**src/rtl/gei_pkg.sv**
```systemverilog
// Shared types and constants of the GPIO edge-detect interrupt unit.
`timescale 1ns / 1ps
`default_nettype none

package gei_pkg;

   localparam int BANK_COUNT = 4;
   localparam int BANK_BITS  = 2;
   localparam int BANK_WIDTH = 32;
   localparam int BIT_BITS   = 5;
   localparam int PIN_BITS   = 7;

   localparam logic [BANK_WIDTH-1:0] BANK0_SKIP_MASK = 32'h0000_0003;

   typedef enum logic [2:0] {
      REQ_ENABLE  = 3'd0,
      REQ_DISABLE = 3'd1,
      REQ_CLEAR   = 3'd2,
      REQ_SAMPLE  = 3'd3,
      REQ_SERVICE = 3'd4
   } req_code_type;

   typedef enum logic [1:0] {
      MODE_RISE  = 2'd0,
      MODE_FALL  = 2'd1,
      MODE_BOTH  = 2'd2,
      MODE_KEEP  = 2'd3
   } mode_code_type;

   typedef enum logic [1:0] {
      ST_IDLE,
      ST_ACCESS,
      ST_EMIT
   } state_type;

   typedef struct packed {
      logic [BANK_WIDTH-1:0] rise;
      logic [BANK_WIDTH-1:0] fall;
      logic [BANK_WIDTH-1:0] detect;
      logic [BANK_WIDTH-1:0] level;
   } bank_entry_type;

   typedef struct packed {
      logic load;
      logic advance;
   } scan_ctl_type;

endpackage : gei_pkg

`default_nettype wire

```
**src/rtl/gei_bank_mem.sv**
```systemverilog
// Bank state memory: one entry per bank, synchronous read, valid bits for reset.
`timescale 1ns / 1ps
`default_nettype none

module gei_bank_mem (
   input  wire logic                          clock,
   input  wire logic                          reset,
   input  wire logic [gei_pkg::BANK_BITS-1:0] rd_addr,
   output gei_pkg::bank_entry_type            rd_data,
   input  wire logic                          wr_en,
   input  wire logic [gei_pkg::BANK_BITS-1:0] wr_addr,
   input  wire gei_pkg::bank_entry_type       wr_data
);
   import gei_pkg::*;

   bank_entry_type              bank_mem_ff [BANK_COUNT];
   bank_entry_type              rd_data_ff;
   logic                        rd_valid_ff;
   logic [BANK_COUNT-1:0]       valid_ff;
   logic [BANK_COUNT-1:0]       valid_in;

   // Memory array and its registered read port.
   always_ff @(posedge clock) begin
      if (wr_en) begin
         bank_mem_ff[wr_addr] <= wr_data;
      end
      rd_data_ff <= bank_mem_ff[rd_addr];
   end

   // An entry that was never written since reset reads as all zero.
   always_comb begin
      valid_in = valid_ff;
      if (wr_en) begin
         valid_in[wr_addr] = 1'b1;
      end
   end

   always_ff @(posedge clock) begin
      if (reset) begin
         valid_ff    <= '0;
         rd_valid_ff <= 1'b0;
      end else begin
         valid_ff    <= valid_in;
         rd_valid_ff <= valid_ff[rd_addr];
      end
   end

   assign rd_data = rd_valid_ff ? rd_data_ff : '0;

endmodule : gei_bank_mem

`default_nettype wire

```
**src/rtl/gei_scanner.sv**
```systemverilog
// Service scanner: lists the pending pins of one bank from the highest downward.
`timescale 1ns / 1ps
`default_nettype none

module gei_scanner (
   input  wire logic                           clock,
   input  wire gei_pkg::scan_ctl_type          ctl,
   input  wire logic [gei_pkg::BANK_BITS-1:0]  load_bank,
   input  wire logic [gei_pkg::BANK_WIDTH-1:0] load_detect,
   output logic      [gei_pkg::PIN_BITS-1:0]   pending_pin,
   output logic                                found,
   output logic                                last
);
   import gei_pkg::*;

   logic [BANK_WIDTH-1:0] word_ff;
   logic [BANK_WIDTH-1:0] word_in;
   logic [BANK_BITS-1:0]  bank_ff;
   logic [BIT_BITS-1:0]   hi_idx;
   logic [BANK_WIDTH-1:0] rest;

   // Highest set bit of the remaining word.
   always_comb begin
      hi_idx = '0;
      for (int b = 0; b < BANK_WIDTH; b++) begin
         if (word_ff[b]) begin
            hi_idx = BIT_BITS'(b);
         end
      end
   end

   assign rest        = word_ff & ~({{(BANK_WIDTH-1){1'b0}}, 1'b1} << hi_idx);
   assign found       = |word_ff;
   assign last        = ~|rest;
   assign pending_pin = found ? {bank_ff, hi_idx} : '0;

   always_comb begin
      word_in = word_ff;
      if (ctl.load) begin
         // Pins 0 and 1 of bank 0 are never listed.
         word_in = (load_bank == '0) ? (load_detect & ~BANK0_SKIP_MASK) : load_detect;
      end else if (ctl.advance) begin
         word_in = rest;
      end
   end

   always_ff @(posedge clock) begin
      word_ff <= word_in;
      if (ctl.load) begin
         bank_ff <= load_bank;
      end
   end

endmodule : gei_scanner

`default_nettype wire

```
**src/rtl/gpio_edge_detect_interrupt_unit.sv**
```systemverilog
// Top level of the GPIO edge-detect interrupt unit: control, update logic and instances.
`timescale 1ns / 1ps
`default_nettype none

// Channel        Ports                                              Handshake
// request        req_type, req_pin, req_mode, req_level, req_bank   start high, busy low
// response       rsp_pending_pin, rsp_found, rsp_last               rsp_strobe, one cycle
//
// Every request reads its bank entry from the bank memory, which has a registered read
// port, and then writes it back. A request other than a service passes through ST_ACCESS
// and back to ST_IDLE, and busy stays high until then. A service passes ST_ACCESS and then
// emits its n results (at least one) in ST_EMIT, one per cycle, from the scanner.
// Reset is synchronous and active high; the bank state reads as zero after it, with no
// clearing pass. The receiver cannot stall: each result is shown for exactly one cycle.

module gpio_edge_detect_interrupt_unit #(
   parameter int PIN_COUNT = 121
) (
   input  wire logic                          clock,
   input  wire logic                          reset,
   input  wire logic                          start,
   output logic                               busy,
   input  wire logic [2:0]                    req_type,
   input  wire logic [gei_pkg::PIN_BITS-1:0]  req_pin,
   input  wire logic [1:0]                    req_mode,
   input  wire logic                          req_level,
   input  wire logic [gei_pkg::BANK_BITS-1:0] req_bank,
   output logic                               rsp_strobe,
   output logic      [gei_pkg::PIN_BITS-1:0]  rsp_pending_pin,
   output logic                               rsp_found,
   output logic                               rsp_last
);
   import gei_pkg::*;

   // Pins at or above this limit are ignored by every per-pin request.
   localparam logic [PIN_BITS:0] PIN_LIMIT = (PIN_BITS+1)'(PIN_COUNT);

   state_type             state_ff;
   state_type             state_in;

   // The request captured when a transaction is accepted.
   req_code_type          type_ff;
   logic [PIN_BITS-1:0]   pin_ff;
   mode_code_type         mode_ff;
   logic                  level_ff;
   logic [BANK_BITS-1:0]  bank_ff;

   logic                  accept;
   logic [BANK_BITS-1:0]  rd_addr;
   bank_entry_type        rd_entry;
   bank_entry_type        wr_entry;
   logic                  wr_en;
   logic                  pin_ok;
   logic [BANK_WIDTH-1:0] pin_bit;
   logic                  was_high;
   scan_ctl_type          scan_ctl;
   logic                  scan_last;

   assign accept = start && !busy;

   // The read is launched at the accepting edge: a service reads the bank it names,
   // every other request reads the bank that holds its pin.
   assign rd_addr = (req_code_type'(req_type) == REQ_SERVICE) ? req_bank
                                                                : req_pin[PIN_BITS-1:BIT_BITS];

   always_ff @(posedge clock) begin
      if (accept) begin
         type_ff  <= req_code_type'(req_type);
         pin_ff   <= req_pin;
         mode_ff  <= mode_code_type'(req_mode);
         level_ff <= req_level;
         bank_ff  <= req_bank;
      end
   end

   always_ff @(posedge clock) begin
      if (reset) begin
         state_ff <= ST_IDLE;
      end else begin
         state_ff <= state_in;
      end
   end

   // Sequencer. The bank memory is only ever accessed by one transaction at a time,
   // so the write-back of one request is complete before the next read is launched.
   always_comb begin
      state_in         = state_ff;
      busy             = 1'b1;
      wr_en            = 1'b0;
      scan_ctl.load    = 1'b0;
      scan_ctl.advance = 1'b0;
      rsp_strobe       = 1'b0;
      unique case (state_ff)
         ST_IDLE: begin
            busy = 1'b0;
            if (start) begin
               state_in = ST_ACCESS;
            end
         end
         ST_ACCESS: begin
            if (type_ff == REQ_SERVICE) begin
               scan_ctl.load = 1'b1;
               state_in      = ST_EMIT;
            end else begin
               wr_en    = pin_ok;
               state_in = ST_IDLE;
            end
         end
         ST_EMIT: begin
            rsp_strobe       = 1'b1;
            scan_ctl.advance = 1'b1;
            if (scan_last) begin
               state_in = ST_IDLE;
            end
         end
         default: begin
            state_in = ST_IDLE;
         end
      endcase
   end

   assign pin_ok   = {1'b0, pin_ff} < PIN_LIMIT;
   assign pin_bit  = {{(BANK_WIDTH-1){1'b0}}, 1'b1} << pin_ff[BIT_BITS-1:0];
   assign was_high = |(rd_entry.level & pin_bit);

   // Read-modify-write of the pin's bit in its bank entry.
   always_comb begin
      wr_entry = rd_entry;
      unique case (type_ff)
         REQ_ENABLE: begin
            case (mode_ff)
               MODE_RISE: begin
                  wr_entry.rise = rd_entry.rise | pin_bit;
                  wr_entry.fall = rd_entry.fall & ~pin_bit;
               end
               MODE_FALL: begin
                  wr_entry.rise = rd_entry.rise & ~pin_bit;
                  wr_entry.fall = rd_entry.fall | pin_bit;
               end
               MODE_BOTH: begin
                  wr_entry.rise = rd_entry.rise | pin_bit;
                  wr_entry.fall = rd_entry.fall | pin_bit;
               end
               default: begin
                  wr_entry = rd_entry;
               end
            endcase
         end
         REQ_DISABLE: begin
            wr_entry.rise = rd_entry.rise & ~pin_bit;
            wr_entry.fall = rd_entry.fall & ~pin_bit;
         end
         REQ_CLEAR: begin
            wr_entry.detect = rd_entry.detect & ~pin_bit;
         end
         REQ_SAMPLE: begin
            // A rising edge counts only when its enable is set, likewise a falling edge.
            if ((!was_high && level_ff && |(rd_entry.rise & pin_bit)) ||
                (was_high && !level_ff && |(rd_entry.fall & pin_bit))) begin
               wr_entry.detect = rd_entry.detect | pin_bit;
            end
            wr_entry.level = level_ff ? (rd_entry.level | pin_bit)
                                      : (rd_entry.level & ~pin_bit);
         end
         default: begin
            wr_entry = rd_entry;
         end
      endcase
   end

   gei_bank_mem u_bank_mem (
      .clock   (clock),
      .reset   (reset),
      .rd_addr (rd_addr),
      .rd_data (rd_entry),
      .wr_en   (wr_en),
      .wr_addr (pin_ff[PIN_BITS-1:BIT_BITS]),
      .wr_data (wr_entry)
   );

   gei_scanner u_scanner (
      .clock       (clock),
      .ctl         (scan_ctl),
      .load_bank   (bank_ff),
      .load_detect (rd_entry.detect),
      .pending_pin (rsp_pending_pin),
      .found       (rsp_found),
      .last        (scan_last)
   );

   assign rsp_last = scan_last;

   // A result only appears while a transaction is in progress.
   assert property (@(posedge clock) disable iff (reset) rsp_strobe |-> busy)
      else $error("result strobe outside a transaction");

   // The final result of a service run frees the unit in the next cycle.
   assert property (@(posedge clock) disable iff (reset)
                    (rsp_strobe && rsp_last) |=> !busy)
      else $error("unit still busy after the final result");

   // An empty bank yields exactly one result, and it is the final one.
   assert property (@(posedge clock) disable iff (reset)
                    (rsp_strobe && !rsp_found) |-> (rsp_last && rsp_pending_pin == '0))
      else $error("empty-bank result malformed");

   // An accepted transaction always occupies the unit in the following cycle.
   assert property (@(posedge clock) disable iff (reset) (start && !busy) |=> busy)
      else $error("accepted transaction did not start");

   // The bank memory is never written while results are being emitted.
   assert property (@(posedge clock) disable iff (reset) rsp_strobe |-> !wr_en)
      else $error("bank write during a service run");

endmodule : gpio_edge_detect_interrupt_unit

`default_nettype wire
```
**config.mk**
```make
export PLATFORM = sky130hd
export DESIGN_NAME = gpio_edge_detect_interrupt_unit
export DESIGN_NICKNAME = d
export VERILOG_FILES = /design/src/rtl/gei_pkg.sv /design/src/rtl/gei_bank_mem.sv /design/src/rtl/gei_scanner.sv /design/src/rtl/gpio_edge_detect_interrupt_unit.sv
export SDC_FILE = /design/constraint.sdc
export NUM_CORES = 1
export LEC_CHECK = 0
export ABC_CLOCK_PERIOD_IN_PS = 12600
export BUFFER_PORTS_ARGS = -buffer_cell sky130_fd_sc_hd__buf_2
export CAP_MARGIN = 0
export CORE_AREA = 2 2 270 272
export CTS_CLUSTER_DIAMETER = 200
export DETAILED_ROUTE_END_ITERATION = 10
export DIE_AREA = 0 0 272 274
export SYNTH_ARGS = -nofsm -noshare
export SYNTH_HDL_FRONTEND = slang
export SYNTH_SLANG_ARGS = --single-unit
```
**constraint.sdc**
```tcl
create_clock -name clock -period 12.6 [get_ports clock]
set_clock_uncertainty 0.2 [all_clocks]
set_input_delay 0.63 -clock clock [delete_from_list [all_inputs] [get_ports clock]]
set_output_delay 0.63 -clock clock [all_outputs]
set_load 0.1 [all_outputs]
```
==> results of run 1 <==
-- cell type report --
cell class                      count  area (um^2)
Fill cell                        6423        40000
Sequential cell                   696        19600
Multi-Input combinational cell   1413         8150
Clock buffer                      103         2090
Tap cell                          959         1200
Timing Repair Buffer               67          490
Clock inverter                     33          444
Inverter                            9         33.8
-- sequential cells by signal (all words and copies together) (netlist names), 3 cells and up --
name and count:
u_bank_mem.bank_mem_ff 512, u_scanner.word_ff 32, u_bank_mem.rd_data_ff 128, type_ff 3, pin_ff 7, u_bank_mem.valid_ff 4
-- worst min path at each step --
stage                                  end  cells after the start
floorplan           u_bank_mem.valid_ff[2]                      2
CTS                              pin_ff[1]                      1
detailed placement  u_bank_mem.valid_ff[0]                      2
global route                     pin_ff[6]                      1
finish                           pin_ff[1]                      1
global placement    u_bank_mem.valid_ff[2]                      2
-- synth_stat cells, drive strengths merged, types with 7 or more instances --
cell and number:
a211oi 131, a21oi 29, a221oi 9, a22oi 54, a31oi 148, a32o 42, and2 132, buf 28
clkbuf 143, dfxtp 135, edfxtp 561, inv 8, nand2 416, nand2b 9, nand3 101, nand4 9
nor2 83, nor2b 10, nor3 9, nor3b 7, nor4 7, o211ai 47, o21ai 70, o22ai 10
o311ai 7, or2 8
-- metal layers --
layer / global-route usage [%] / vias up
met5: 0 / -
met4: 8.49 / 0
met3: 2.84 / 157
met2: 33.6 / 784
met1: 28.1 / 9522
li1: - / 8648
-- worst reg2reg max path: stages, from the launching register on --
cell and delay, ns:
edfxtp_1 0.54, or3b_2 0.61, nor2_1 1.05, a22oi_1 0.33, nand4_1 0.21, nor3_2 0.05
nand4_1 0.14, a2111oi_2 0.09, nor3b_1 0.22, o21a_2 0.78, a32o_1 0.34
-- where the power goes --
group	internal, uW	switching, uW	total, uW
registers	2550	72.0	2620
logic	73.4	185	258
clock network	1350	877	2230
-- cells by family after synthesis --
kind of cell    count (synthesis)
xor+xnor                        1
compound gates                585
flops                         696
mux                             5
buf+inv                       180
simple gates                  822
-- layout by cell type, fill, tap and decap left out, types with 7 or more instances in the layout --
master and count:
a211oi_1 130, a21oi_1 27, a221oi_1 9, a22oi_1 54, a31oi_1 148, a32o_1 42, and2_1 132, buf_2 28
buf_4 32, bufinv_16 9, clkbuf_1 16, clkbuf_16 74, clkbuf_8 13, clkinv_2 8, dfxtp_1 134, edfxtp_1 561
inv_1 7, nand2_1 416, nand2b_1 9, nand3_1 101, nand4_1 9, nor2_1 79, nor2b_1 10, nor3_1 7
o211ai_1 47, o21ai_0 64, o22ai_1 10, o311ai_0 7, or2_2 7
-- what timing repair did --
action | 4_1_cts | 5_1_grt
endpoints found under the hold margin | 3 | 0
resized for setup | 0 | 0
endpoints found under the setup margin | 0 | 0
hold buffers | 3 | 0
-- stage by stage --
step	total power [uW]	setup slack (ns)
after floorplan	2810	1.54
after CTS	5140	7.69
after global placement	2920	7.97
after detailed placement	2920	8.00
final	5100	7.67
after global routing	5250	7.45
==> impl_metrics.toml, run 1 <==
[status]
outcome = "completed"

[routing]
wl_mm = 78.1
wl_met2_mm = 36.7
wl_per_cell_um = 23.8
ant_nets = 0
first_pass_iters = 8
wl_met1_mm = 33.3
avgViaCountPerCell = 5.83
top_layer = "met4"
vias = 19100
wl_met3_mm = 5.22
drc = 0
first_iter_violations = 1875

[floorplan]
dieArea_um2 = 74500
ios = 29
die_width_um = 272
std_cell_rows = 99
coreArea_um2 = 72000
die_y_um = 274
start_util_pct = 39.4

[clock_tree]
cts_tree = "built"
clkTransAtPathRegs_ns = 0.06
cts.sinks = 696
cts-root-buf = "clkbuf_16"
htree_levels = 3
cts_max_path_buffers = 3
clk_latency_ns = 0.62
post-cts-setup-buffer-count = 0
numCtsBuffers = 73

[placed_design]
place_inst = 3141
hpwl_mm = 46.9
gp_congestion = 0.883
placed_area_um2 = 29400
io_buffers = 28

[setup_path]
rr_startpoint = "pin_ff[3]"
r2r_end = "u_bank_mem.bank_mem_ff[1][52]"
cp_top_family = "simple AND/OR/NAND/NOR gates"
cp_cell_sequence = "nor4_1, nand3_1, nor2_1, nand2_1, o31ai_1, nand4_1, and4b_1, and4_1, buf_2"
worst_path_max_delay_cell = "nor4_1"
worstSetupPathType = "reg -> out"
worst-path-stages = 9
critPathLaunch = "u_scanner.word_ff[24]"
r2r_cells = 10
cp_max_fo = 8
worst_ep_arrival_time_ns = 4.10
startpoint_type = "register"
ff2ff_setup_slack_ns = 7.87
crit_end = "rsp_last"
crit_buf_inv = 1
cp_data_required_time_ns = 11.77
critPathMaxStageDelay_ns = 0.66
cp-end-kind = "output pin"

[yosys]
synth_mux_area_share_pct = 0.229
synth_compound_area_share_pct = 14.6
syn_area_per_cell_um2 = 12.4
synth_top_family_by_area = "compound AO/OA/AOI/OAI gates"
yosysTopAreaCell = "edfxtp_1"
synthArstFlopShare_pct = 0
synth_edf_count = 561
ys_types = 74
netlist_area_um2 = 28400
synth_top_cell_area_share_pct = 59.4
synth-xor-area-share_pct = 0.0309
ys.flop_type = "edfxtp_1"
synth_nets = 2307
ys_seq_area_share_pct = 68.9
ys_ff_latch = 696
synthCells = 2289
synth.area.top_cells = "edfxtp_1 (59%), dfxtp_1 (9.5%), nand2_1 (5.5%)"
synth-adder-area-share_pct = 0
yosys_warnings = 0
synthSimpleGateAreaFrac_pct = 13.6

[timing]
setup_viol_count_final = 0
layout_min_cycle_time_ns = 4.93
hold_violations = 0
max_freq_ghz = 0.203
maxSlewHeadroom_pct = 8.78
rsz0062_at_grt = "false"
whs_ns = 0.0359
fin_tns_setup_ns = 0
slew_viol_final = 0
period_share_pct = 39.1
tightest_slew_ns = 1.36

[cells_and_area]
stdcell_area_um2 = 32000
layout.cells.non_filler = 3280
n_antenna_cell = 0
post-route-util_pct = 44.4
syn_to_final_growth_pct = 12.6
finalNetCount = 2278
drive_above_1_share_pct = 9.39

[global_routing]
grt_overflow = 0
antenna_found_initial = 0
first_global_vias = 18300
grt_max_degree = 187
grt_pass1_wl_mm = 117
grt_util_all_layers_pct = 20.7

[power]
p_leak_uw = 0.0105
p_per_area_nw_per_um2 = 160
peakVddDrop_uv = 124

[min_path]
hold_path_class = "in -> reg"
hold_path.startpoint = "req_pin[1]"

[flow_run]
drv_cap = 0
Note: power is estimated with default switching activity, not from simulation.
==> inputs of run 2 (changes only) <==
Settings changed: ABC_AREA set to 1, ABC_CLOCK_PERIOD_IN_PS 12600 to 4150, CORE_AREA 2 2 270 272 to 2 2 268 270, DIE_AREA 0 0 272 274 to 0 0 270 272.
Clock period 12.6 ns to 4.15 ns, I/O delays scaled along.
==> run 2 against run 1 <==
  * Highest routed layer unchanged
  * Non-clock buffer count increased by 69
  * The flow now finishes with violations (negative setup slack)
  * Final area rose by 1.0%
  * Register-to-register slack lost 7.4 ns
  * Combinational power rose to 3.8 times the previous value
  * Synthesized area is 1.6% lower
  * Utilization is 1.2 points higher
==> impl_metrics.toml, run 2 <==
[status]
outcome = "finished with violations"
violations = "negative setup slack"

[placed_design]
io_buffers = 28
place_inst = 3436
hpwl_mm = 47.9
placed_area_um2 = 29700
gp_congestion = 0.955
dpl_worst_slack_ns = 0.414

[routing]
avgViaCountPerCell = 5.60
drc = 0
first_pass_iters = 6
first_iter_violations = 1872
ant_nets = 0
wl_mm = 79.2
wl_per_cell_um = 22.0
vias = 20100

[yosys]
ys.flop_type = "edfxtp_1"
synth_edf_count = 561
ys_top_cells_by_count = "edfxtp_1 (561), nor2_1 (416), o21ai_0 (385)"
synthCells = 2516
synth_top_cell_area_share_pct = 60.3
yosysTopAreaCell = "edfxtp_1"
ys_types = 44
synthArstFlopShare_pct = 0
synth.area.top_cells = "edfxtp_1 (60%), dfxtp_1 (9.7%), o21ai_0 (6.9%)"
ys_seq_area_share_pct = 70.0
syn_area_per_cell_um2 = 11.1
synth.most_common_cell = "edfxtp_1"
ys_ff_latch = 696
synth_nets = 2534
netlist_area_um2 = 27900
yosys_warnings = 0

[power]
peakVddDrop_uv = 404
totalPowerFinal_uw = 15300
p_sw_uw = 3470
seqPwrFrac_pct = 51.7
p_int_uw = 11800
pwr-share-comb_pct = 6.5
pwr-share-clk_pct = 41.8
p_leak_uw = 0.0111
p_per_area_nw_per_um2 = 473
switching_share_pct = 22.7

[setup_path]
critPathMaxStageDelay_ns = 0.42
critPathLaunch = "u_scanner.word_ff[2]"
cp_common_cell = "nand2_1"
cp_data_required_time_ns = 3.74
worst_ep_arrival_time_ns = 3.80
worst_path_max_delay_cell = "edfxtp_1"
cp-end-kind = "output pin"
crit_buf_inv = 2
cp_max_fo = 6
worstSetupPathType = "reg -> out"
cp_top_family = "simple AND/OR/NAND/NOR gates"
rr_startpoint = "u_scanner.word_ff[1]"
startpoint_type = "register"

[timing]
layout_min_cycle_time_ns = 4.21
slew_viol_final = 0
hold_violations = 0
fin_tns_setup_ns = -0.0620
fin_ws_ns = -0.0620
period_share_pct = 101
setup_viol_count_final = 1
max_freq_ghz = 0.237
tightest_slew_ns = 0.989
rsz0062_at_grt = "true"
maxSlewHeadroom_pct = 34.1

[cells_and_area]
seqCellArea_um2 = 19600
n_antenna_cell = 0
multi_input_area_um2 = 7430
fillers = 6446
stdcell_area_um2 = 32300
final_cell_mix = "edfxtp_1 (561), nor2_1 (410), o21ai_0 (383), nand2_1 (318), o22ai_1 (193)"
largest_registers = "u_bank_mem.bank_mem_ff x512, u_bank_mem.rd_data_ff x128, u_scanner.word_ff x32"
largest_reg_flops = 512
finalNetCount = 2609
layout.cells.non_filler = 3594
final_common_cell = "edfxtp_1"
syn_to_final_growth_pct = 15.6
top_register = "u_bank_mem.bank_mem_ff"
drive_above_1_share_pct = 10.4

[clock_tree]
cts-root-buf = "clkbuf_16"
cts_max_path_buffers = 3
clkTransAtPathRegs_ns = 0.06
clk_latency_ns = 0.62
cts_tree = "built"
cts.sinks = 696
numCtsBuffers = 73
htree_levels = 3

[floorplan]
start_util_pct = 39.5
die_width_um = 270
ios = 29
coreArea_um2 = 70800
std_cell_rows = 98
die_y_um = 272
dieArea_um2 = 73400

[global_routing]
antenna_found_initial = 1
grt_util_all_layers_pct = 21.2
grt_pass1_wl_mm = 119
first_global_vias = 19500
grt_overflow = 0
grt_max_degree = 175

[flow_run]
drv_cap = 0

[min_path]
hold_path_class = "in -> reg"
hold_path.startpoint = "req_level"
## run 2: changes by cell type in the layout (fill, tap and decap cells not counted), moves of 98 or more
cell	previous run	this run
a211oi_1	130	0
a31oi_1	148	3
and2_1	132	0
inv_1	7	116
nand2_1	416	318
nor2_1	79	410
o21ai_0	64	383
o22ai_1	10	193
## run 2: kinds of logic after synthesis
kind of cell           count (synthesis)  synth area share [%]
AOI/OAI and AO/OA                    698                  14.1
DFF                                  696                  70.0
and+or+nand+nor                      838                  12.1
buffers and inverters                284                  3.85
## run 2: per-layer routing
layer | vias to the layer above | global-route usage [%] | share of wire, %
met3 | 148 | 3.51 | 7.3
met5 | - | 0 | 0
met4 | 0 | 6.58 | 2.5
met1 | 9937 | 28.8 | 43
met2 | 856 | 35.0 | 47
li1 | 9182 | - | -
## run 2: power by group through the flow
stage / Combinational [uW] / Clock [uW] / Sequential (uW)
4_1_cts: 985 / 6500 / 7900
5_1_grt: 1080 / 6760 / 7920
2_1_floorplan: 614 / 0 / 8000
3_5_place_dp: 967 / 0 / 8040
6_report: 989 / 6390 / 7900
3_3_place_gp: 939 / 0 / 8040
## run 2: area by class of cell
cell class | count | area share [%]
clock buffers | 109 | 6.65
clock inverters | 19 | 0.554
inverters | 148 | 1.76
multi-input cells | 1536 | 23.0
flip-flops and latches | 696 | 60.6
well taps | 950 | 3.68
repair buffers | 136 | 3.74
## run 2: repair_timing
item,in CTS,in global routing
setup buffers,10,3
pin swaps,4,4
gates resized for setup,5,4
hold buffers,17,0
endpoints found under the setup margin,1,1
hold endpoints to repair,22,0
## run 2: worst paths after layout
check	end	slack [ns]	depth (start not counted)
worst max register to register	u_scanner.word_ff[5]	0.51	39
worst max-delay path	rsp_last	-0.06	38
worst min-delay path	level_ff	0.12	2
worst min register to register	u_bank_mem.valid_ff[0]	0.26	1
## run 2: through the flow
stage	utilization (%)	hold WS, ns
floorplan	-	0.0766
global placement	41.9	0.198
detailed placement	41.9	0.186
CTS	45.6	0.0790
global route	45.6	0.110
finish	45.6	0.120
